[config.mk]
export PLATFORM = sky130hd
export DESIGN_NAME = gbf_seq
export DESIGN_NICKNAME = d
export VERILOG_FILES = /design/src/hdl/sprite_sheet_glyph_box_finder_assert.svh /design/src/hdl/gbf_pkg.sv /design/src/hdl/gbf_seq.sv
export SDC_FILE = /design/constraint.sdc
export NUM_CORES = 1
export LEC_CHECK = 0
export BUFFER_PORTS_ARGS = -buffer_cell sky130_fd_sc_hd__buf_4
export CORE_MARGIN = 5
export CORE_UTILIZATION = 55
export CTS_CLUSTER_SIZE = 25
export DETAILED_ROUTE_END_ITERATION = 10
export PLACE_DENSITY_LB_ADDON = 0.08
export SKIP_LAST_GASP = 1
export SLEW_MARGIN = 20
export SYNTH_ARGS = -nofsm -noshare
export SYNTH_HDL_FRONTEND = slang
export SYNTH_SLANG_ARGS = --single-unit
[constraint.sdc]
create_clock -name clk -period 3.9 [get_ports clk]
set_input_delay 0 -clock clk [delete_from_list [all_inputs] [get_ports clk]]
set_output_delay 0 -clock clk [all_outputs]
set_load 0.01 [all_outputs]
[src/hdl/sprite_sheet_glyph_box_finder_assert.svh]
// Assertion macros for the glyph box finder.
// Needs nothing else; included by files that carry concurrent checks.
`ifndef SPRITE_SHEET_GLYPH_BOX_FINDER_ASSERT_SVH
`define SPRITE_SHEET_GLYPH_BOX_FINDER_ASSERT_SVH

// Same-cycle implication, checked outside reset.
`define GBF_ASSERT_IMP(label, clk, rst, ante, cons, msg) \
  label: assert property (@(posedge clk) disable iff (rst) (ante) |-> (cons)) \
    else $error(msg);

// Next-cycle implication, checked outside reset.
`define GBF_ASSERT_NXT(label, clk, rst, ante, cons, msg) \
  label: assert property (@(posedge clk) disable iff (rst) (ante) |=> (cons)) \
    else $error(msg);

`endif

[src/hdl/gbf_pkg.sv]
// Shared types, codes and microprogram of the glyph box finder.
// No dependencies; used by gbf_seq, gbf_dp and the top level.
package gbf_pkg;

  localparam int CFG_W = 9;

  localparam logic [1:0] CMD_WRITE   = 2'd0;
  localparam logic [1:0] CMD_FIND    = 2'd1;
  localparam logic [1:0] CMD_RESTART = 2'd2;

  localparam logic REG_SHEET_WIDTH  = 1'b0;
  localparam logic REG_SHEET_HEIGHT = 1'b1;

  localparam logic [CFG_W-1:0] SHEET_DIM_RESET = 9'd256;

  // Opaque red with red in the low byte and alpha in the high byte.
  localparam logic [31:0] RED_MARKER = 32'hFF0000FF;

  typedef struct packed {
    logic [1:0]  command;
    logic [7:0]  pixel_x;
    logic [7:0]  pixel_y;
    logic [31:0] pixel_color;
  } item_t;

  typedef struct packed {
    logic       found;
    logic [7:0] box_x;
    logic [7:0] box_y;
    logic [8:0] box_w;
    logic [8:0] box_h;
    logic       usable;
  } result_t;

  typedef enum logic [1:0] {
    A_ORIGIN,
    A_CURSOR,
    A_ROW,
    A_COL
  } asel_t;

  typedef enum logic [3:0] {
    OP_NOP,
    OP_KEY,
    OP_WRAP,
    OP_XINC,
    OP_FIRST,
    OP_WINC,
    OP_HINC,
    OP_EMIT,
    OP_END
  } op_t;

  typedef enum logic [2:0] {
    C_NONE,
    C_DONE,
    C_YEND,
    C_NEWPIX,
    C_KEYPIX,
    C_ROWEND,
    C_COLEND
  } cond_t;

  typedef logic [3:0] step_t;

  localparam step_t S_START = 4'd0;
  localparam step_t S_KEY   = 4'd1;
  localparam step_t S_WRAP  = 4'd2;
  localparam step_t S_CHKY  = 4'd3;
  localparam step_t S_TEST  = 4'd4;
  localparam step_t S_FIRST = 4'd5;
  localparam step_t S_WLOOP = 4'd6;
  localparam step_t S_WTEST = 4'd7;
  localparam step_t S_HLOOP = 4'd8;
  localparam step_t S_HTEST = 4'd9;
  localparam step_t S_EMIT  = 4'd10;
  localparam step_t S_END   = 4'd11;

  // One control word. The operation runs every time, or only when the
  // branch falls through if op_fall is set.
  typedef struct packed {
    cond_t cond;
    step_t jt;
    step_t jf;
    op_t   op;
    logic  op_fall;
    asel_t asel;
    logic  fin;
  } uword_t;

  typedef struct packed {
    op_t   op;
    asel_t asel;
  } ctrl_t;

  typedef struct packed {
    logic scan_done;
    logic y_end;
    logic new_pix;
    logic row_end;
    logic col_end;
  } stat_t;

  function automatic uword_t ucode(input step_t pc);
    uword_t w;
    case (pc)
      S_START: w = '{cond: C_DONE, jt: S_END, jf: S_KEY, op: OP_NOP,
                     op_fall: 1'b0, asel: A_ORIGIN, fin: 1'b0};
      S_KEY:   w = '{cond: C_NONE, jt: S_WRAP, jf: S_WRAP, op: OP_KEY,
                     op_fall: 1'b0, asel: A_ORIGIN, fin: 1'b0};
      S_WRAP:  w = '{cond: C_NONE, jt: S_CHKY, jf: S_CHKY, op: OP_WRAP,
                     op_fall: 1'b0, asel: A_ORIGIN, fin: 1'b0};
      S_CHKY:  w = '{cond: C_YEND, jt: S_END, jf: S_TEST, op: OP_NOP,
                     op_fall: 1'b0, asel: A_CURSOR, fin: 1'b0};
      S_TEST:  w = '{cond: C_NEWPIX, jt: S_FIRST, jf: S_WRAP, op: OP_XINC,
                     op_fall: 1'b1, asel: A_CURSOR, fin: 1'b0};
      S_FIRST: w = '{cond: C_NONE, jt: S_WLOOP, jf: S_WLOOP, op: OP_FIRST,
                     op_fall: 1'b0, asel: A_CURSOR, fin: 1'b0};
      S_WLOOP: w = '{cond: C_ROWEND, jt: S_HLOOP, jf: S_WTEST, op: OP_NOP,
                     op_fall: 1'b0, asel: A_ROW, fin: 1'b0};
      S_WTEST: w = '{cond: C_KEYPIX, jt: S_HLOOP, jf: S_WLOOP, op: OP_WINC,
                     op_fall: 1'b1, asel: A_ROW, fin: 1'b0};
      S_HLOOP: w = '{cond: C_COLEND, jt: S_EMIT, jf: S_HTEST, op: OP_NOP,
                     op_fall: 1'b0, asel: A_COL, fin: 1'b0};
      S_HTEST: w = '{cond: C_KEYPIX, jt: S_EMIT, jf: S_HLOOP, op: OP_HINC,
                     op_fall: 1'b1, asel: A_COL, fin: 1'b0};
      S_EMIT:  w = '{cond: C_NONE, jt: S_START, jf: S_START, op: OP_EMIT,
                     op_fall: 1'b0, asel: A_ORIGIN, fin: 1'b1};
      S_END:   w = '{cond: C_NONE, jt: S_START, jf: S_START, op: OP_END,
                     op_fall: 1'b0, asel: A_ORIGIN, fin: 1'b1};
      default: w = '{cond: C_NONE, jt: S_START, jf: S_START, op: OP_NOP,
                     op_fall: 1'b0, asel: A_ORIGIN, fin: 1'b1};
    endcase
    return w;
  endfunction

endpackage

[src/hdl/gbf_seq.sv]
// Microprogram sequencer: step counter, branch test and control word issue.
// Depends on gbf_pkg for the control word, status and the program table.
module gbf_seq (
  input  logic            clk,
  input  logic            rst,
  input  logic            go,
  input  gbf_pkg::stat_t  stat,
  output gbf_pkg::ctrl_t  ctrl,
  output logic            busy
);

  gbf_pkg::step_t  pc;
  gbf_pkg::uword_t word;
  logic            taken;

  assign word = gbf_pkg::ucode(pc);

  always_comb begin
    case (word.cond)
      gbf_pkg::C_NONE:   taken = 1'b0;
      gbf_pkg::C_DONE:   taken = stat.scan_done;
      gbf_pkg::C_YEND:   taken = stat.y_end;
      gbf_pkg::C_NEWPIX: taken = stat.new_pix;
      gbf_pkg::C_KEYPIX: taken = !stat.new_pix;
      gbf_pkg::C_ROWEND: taken = stat.row_end;
      gbf_pkg::C_COLEND: taken = stat.col_end;
      default:           taken = 1'b0;
    endcase
  end

  always_comb begin
    ctrl.asel = word.asel;
    if (!busy || (word.op_fall && taken)) begin
      ctrl.op = gbf_pkg::OP_NOP;
    end else begin
      ctrl.op = word.op;
    end
  end

  always_ff @(posedge clk) begin
    if (rst) begin
      busy <= 1'b0;
      pc   <= gbf_pkg::S_START;
    end else if (!busy) begin
      if (go) begin
        busy <= 1'b1;
        pc   <= gbf_pkg::S_START;
      end
    end else begin
      pc <= taken ? word.jt : word.jf;
      if (word.fin) begin
        busy <= 1'b0;
      end
    end
  end

endmodule

======== Yosys cells after proc, flatten, opt, wreduce, memory -nomap -nowiden ========
Memory sizes are Yosys's and may differ from the RTL's. A register that Yosys moved wholly into a read port is not among the register bits.
Cells that the tools add are included.
cells by class
  reductions and logical operators ........ 5
  multiplexer cells ....................... 10
  eq/ne operators ......................... 6
operator list
  cell                                                  count
  two-way mux 4 bit                                     6
  equality test 3 bit (second input constant)           3
  equality test 3 x 2 -> 1 bit (second input constant)  2
  case mux 1 bit (6 select lines)                       1
  equality test 3 x 1 -> 1 bit (second input constant)  1
  two-way mux 1 bit                                     3
  zero test 1 bit                                       2
  nonzero test 2 bit                                    1
  logical AND 1 bit                                     1
  logical OR 1 bit                                      1
word-level totals
  logic and storage cells ................. 24
  bits of input ports ..................... 8
  memories ................................ 1
  bits in registers ....................... 5
  output and inout bits ................... 7
  bits in read-only memories .............. 304
memory list
  name              words  width  rd ports  clocked after memory_dff  write ports  RTL line        text
  (name not given)  16     19     1         1                         0            gbf_pkg.sv:106  case (pc)

======== Longest topological paths before layout ========
  word-level depth ........................ 6
  mapped depth ............................ 11
  mapped depth without buffers ............ 10

======== Least setup slack after synthesis ========
OpenSTA, ideal clock, no wires.
  path type ............................... reg2reg
  start ................................... register word[16] (netlist name)
  end ..................................... register word[4] (netlist name)
  required time ........................... 3.817 ns
  library setup time ...................... 0.083 ns
  period minus slack after synthesis ...... 2.672 ns
  cell stages (with the launch flop) ...... 11
  path buffers ............................ 1
  arrival time ............................ 2.589 ns
  slack ................................... 1.228 ns
  cell sequence ........................... dfxtp_1 mux2_2 a211oi_2 o211ai_1 and3_1 clkbuf_1 nor2_1 inv_1 ha_1 or4_1 o221ai_1
between the ends
  cells in the longest elaborated chain, start to end .. 6
  elaborated cells between the ends (all ways) .. 11
  those cells by class .................... eq/ne (6); mux (5)
RTL lines
  item                                                 RTL line       text
  equality test 3 bit (tied with other cells)          gbf_seq.sv:19  case (word.cond)
  case mux 1 bit (6 select lines) (*)                  gbf_seq.sv:19
  two-way mux 4 bit (*)                                gbf_seq.sv:50  pc <= taken ? word.jt : word.jf;
  two-way mux 4 bit (*)                                gbf_seq.sv:44  end else if (!busy) begin
  two-way mux 4 bit (no source line) (*) (2 in a row)  --
Mark *: on every way between the ends. The rest lies on a longest branch, timed or not.
A chain may end at the register's enable or synchronous reset.

======== Final worst setup path ========
  start ................................... register word[16] (netlist name)
  end ..................................... register word[4] (netlist name)
between the ends
  cells in the longest elaborated chain, start to end .. 6
  elaborated cells between the ends (all ways) .. 11
  those cells by class .................... eq/ne (6); mux (5)
RTL lines
  item                                                 RTL line
  equality test 3 bit (tied with other cells)          gbf_seq.sv:19
  case mux 1 bit (6 select lines) (*)                  gbf_seq.sv:19
  two-way mux 4 bit (*)                                gbf_seq.sv:50
  two-way mux 4 bit (*)                                gbf_seq.sv:44
  two-way mux 4 bit (no source line) (*) (2 in a row)  --
Marks and branches as above.

==> impl_metrics.ini <==
[global_route]
grt_antenna_before_repair = 0
grt_max_degree = 21
globalRoute.totalOverflow = 0
vias_in_the_first_global_route = 897
grt_first_pass_wirelength_mm = 4.22
total_routing_resource_utilization_after_global_routing_pct = 17.3

[min_path]
hold_path.class = in2reg
timing.hold.worst.start = stat[3]

[logic_synthesis]
synth_area_um2 = 1140
synth_ff_type = sky130_fd_sc_hd__dfxtp_1
postSynthRegisterBits = 23
yosysWarnings = 0
async_reset_ff_share_pct = 0
synth_edf_count = 0
synthesis.nets = 139
post_synth_inst_count = 126
post_synth.cell_area_avg_um2 = 9.03
yosysSeqAreaShare_pct = 40.5
synth.lib_cells_used.distinct = 42

[drt]
drt_iter0_drc = 30
detail_route.drc_violations = 0
num_vias = 1003
routed_wl_mm = 2.62
routed_via_density = 6.08
first_pass_iters = 4
routed_length_per_instance_um = 15.9
route.antenna.remaining_nets = 0

[timing]
period_minus_slack_ns = 2.91
achievable-frequency_mhz = 344
hold_viol_final = 0
final.period_utilization_pct = 74.5
rsz0062_at_grt = false
worst_slew_margin_rel_pct = 58.6
worst-slew-pin-transition_ns = 0.618
finClkSkew_ns = 0.00191
tns_ns = 0
maxSlewViolCount = 0
setup_violations = 0

[worst_setup_path]
worst-path-max-fanout = 5
worst_setup_path_start_kind = flip-flop
crit_path_start = word[16]$_SDFF_PP0_
critical_path_arrival_ns = 3.14
cp_class = reg2reg
worstPathRequired_ns = 4.13
end_kind = flip-flop
crit-reg2reg-launch = word[16]$_SDFF_PP0_

[clock_network]
clock_insertion_delay_worst_skew_ns = 0.31
ctsHtreeMaxLevel = 1
path_clk_slew_ns = 0.12
post_cts_resize_count = 0
ctsLongestPathBuffers = 2
cts_tree = yes
cts_hold_buffers = 3
cts.root.buffer_cell = sky130_fd_sc_hd__clkbuf_4
number_of_sinks_driven_by_the_clock_tree = 23
numCtsBuffers = 3
cts_post_setup_buffers_inserted = 0

[finish]
flow.area_growth_from_synthesis_pct = 12.1
final_cell_mix = sky130_fd_sc_hd__dfxtp_1 (23), sky130_fd_sc_hd__buf_4 (14), sky130_fd_sc_hd__inv_1 (9)
insertedDiodeCount = 0
final_nets = 152
drive_above_1_share_pct = 16.7
post-route-util_pct = 65.0
n_fill_cell = 187
layout.cells.most_common = sky130_fd_sc_hd__dfxtp_1
final_instance_area_um2 = 1270
final_cells = 165

[floorplanning]
initial_core_util_pct = 58.0
core_area_um2 = 1960
die_x_um = 55.5
floorplan.io_pins = 15
die_y_um = 55.5
rows = 16
die_area_um2 = 3080

[placed_design]
cell_area_after_placement_um2 = 1220
gp_congestion = 0.862
post-dp-hpwl_mm = 1.90
placement.io_buffers = 14
place_inst = 158

[pwr]
cellLeakagePower_nw = 0.518
power_per_cell_area_nw_per_um2 = 491
worst_ir_drop_vdd_v = 0.000304

[job]
max_cap_violations = 0

[status]
run_status = finished clean
## per-layer routing
metal	share of wire (%)	GRT usage, %	vias up
met3	7.6	3.96	10
met4	2.3	7.29	0
met1	42	21.7	451
met2	48	28.2	53
li1	-	-	489
met5	0	0	-
## metrics by stage
step,hold slack [ns],worst slack (ns),power [mW]
after floorplan,0.183,1.23,0.471
after global placement,0.308,1.16,0.511
after detailed placement,0.316,1.06,0.515
after CTS,0.517,1.03,0.624
after global routing,0.544,0.830,0.667
final,0.550,0.994,0.626
## power by group
group          internal (mW)  leakage [nW]  switching [mW]
sequential             0.276         0.190          0.0237
clock                 0.0400        0.0150          0.0682
combinational         0.0868         0.314           0.131
total                  0.403         0.518           0.223
## path summary, 6_finish.rpt
path / end / slack, ns / cells after the start
min reg2reg: word[7]$_SDFF_PP0_ / 0.76 / 3
max reg2reg: word[4]$_DFF_P_ / 0.99 / 8
max: word[4]$_DFF_P_ / 0.99 / 8
min: word[7]$_SDFF_PP0_ / 0.55 / 6
## final cells by class
type / instances / area, um^2 / share of cell area (%)
clock buffers: 4 / 26.3 / 2.06
inverters: 10 / 37.5 / 2.94
multi-input cells: 84 / 582 / 45.6
flip-flops and latches: 23 / 460 / 36.1
well taps: 27 / 33.8 / 2.65
repair buffers: 17 / 135 / 10.6
## cell usage after synthesis (all sizes together), types with 2 or more instances
cell type | n | area share (%)
nor2b | 2 | 1.1
nand4 | 2 | 1.1
and2 | 4 | 2.2
nor2 | 7 | 2.3
inv | 9 | 3.0
nand3 | 8 | 3.5
a31oi | 2 | 1.1
or3 | 3 | 1.7
buf | 5 | 3.7
o32ai | 3 | 2.3
a21oi | 8 | 3.5
nor3 | 4 | 2.2
nand2 | 6 | 2.0
clkbuf | 4 | 1.3
o221ai | 2 | 1.5
nor4 | 2 | 1.1
a211oi | 5 | 3.7
mux2 | 2 | 2.0
o21ai | 3 | 1.3
ha | 5 | 5.5
dfxtp | 23 | 40
## critical path, cell delays in order, from the launching register on
cell and delay [ns]:
sky130_fd_sc_hd__dfxtp_1 0.40, sky130_fd_sc_hd__mux2_2 0.37, sky130_fd_sc_hd__a211oi_2 0.35, sky130_fd_sc_hd__o21ai_0 0.14, sky130_fd_sc_hd__a31oi_1 0.36, sky130_fd_sc_hd__nand2_1 0.21, sky130_fd_sc_hd__ha_1 0.40, sky130_fd_sc_hd__or4_1 0.52
sky130_fd_sc_hd__o221ai_1 0.08
## logic make-up (layout without fill, tap and decap cells)
group                    count (synthesis)  in the layout  synth area share [%]
buffers and inverters                   19             31                  8.36
XOR/XNOR                                 1              1                 0.770
adder cells (fa/ha/maj)                  5              5                  5.50
flip-flops                              23             23                  40.5
multiplexers                             3              3                  2.86
AND/OR/NAND/NOR                         43             43                  21.1
AO/OA/AOI/OAI                           32             32                  20.9
## registers in the layout (all words and copies together), names as in the netlist
register  flops
word         18
pc            4
busy          1
No activity file was read; power rests on OpenSTA's default activity.
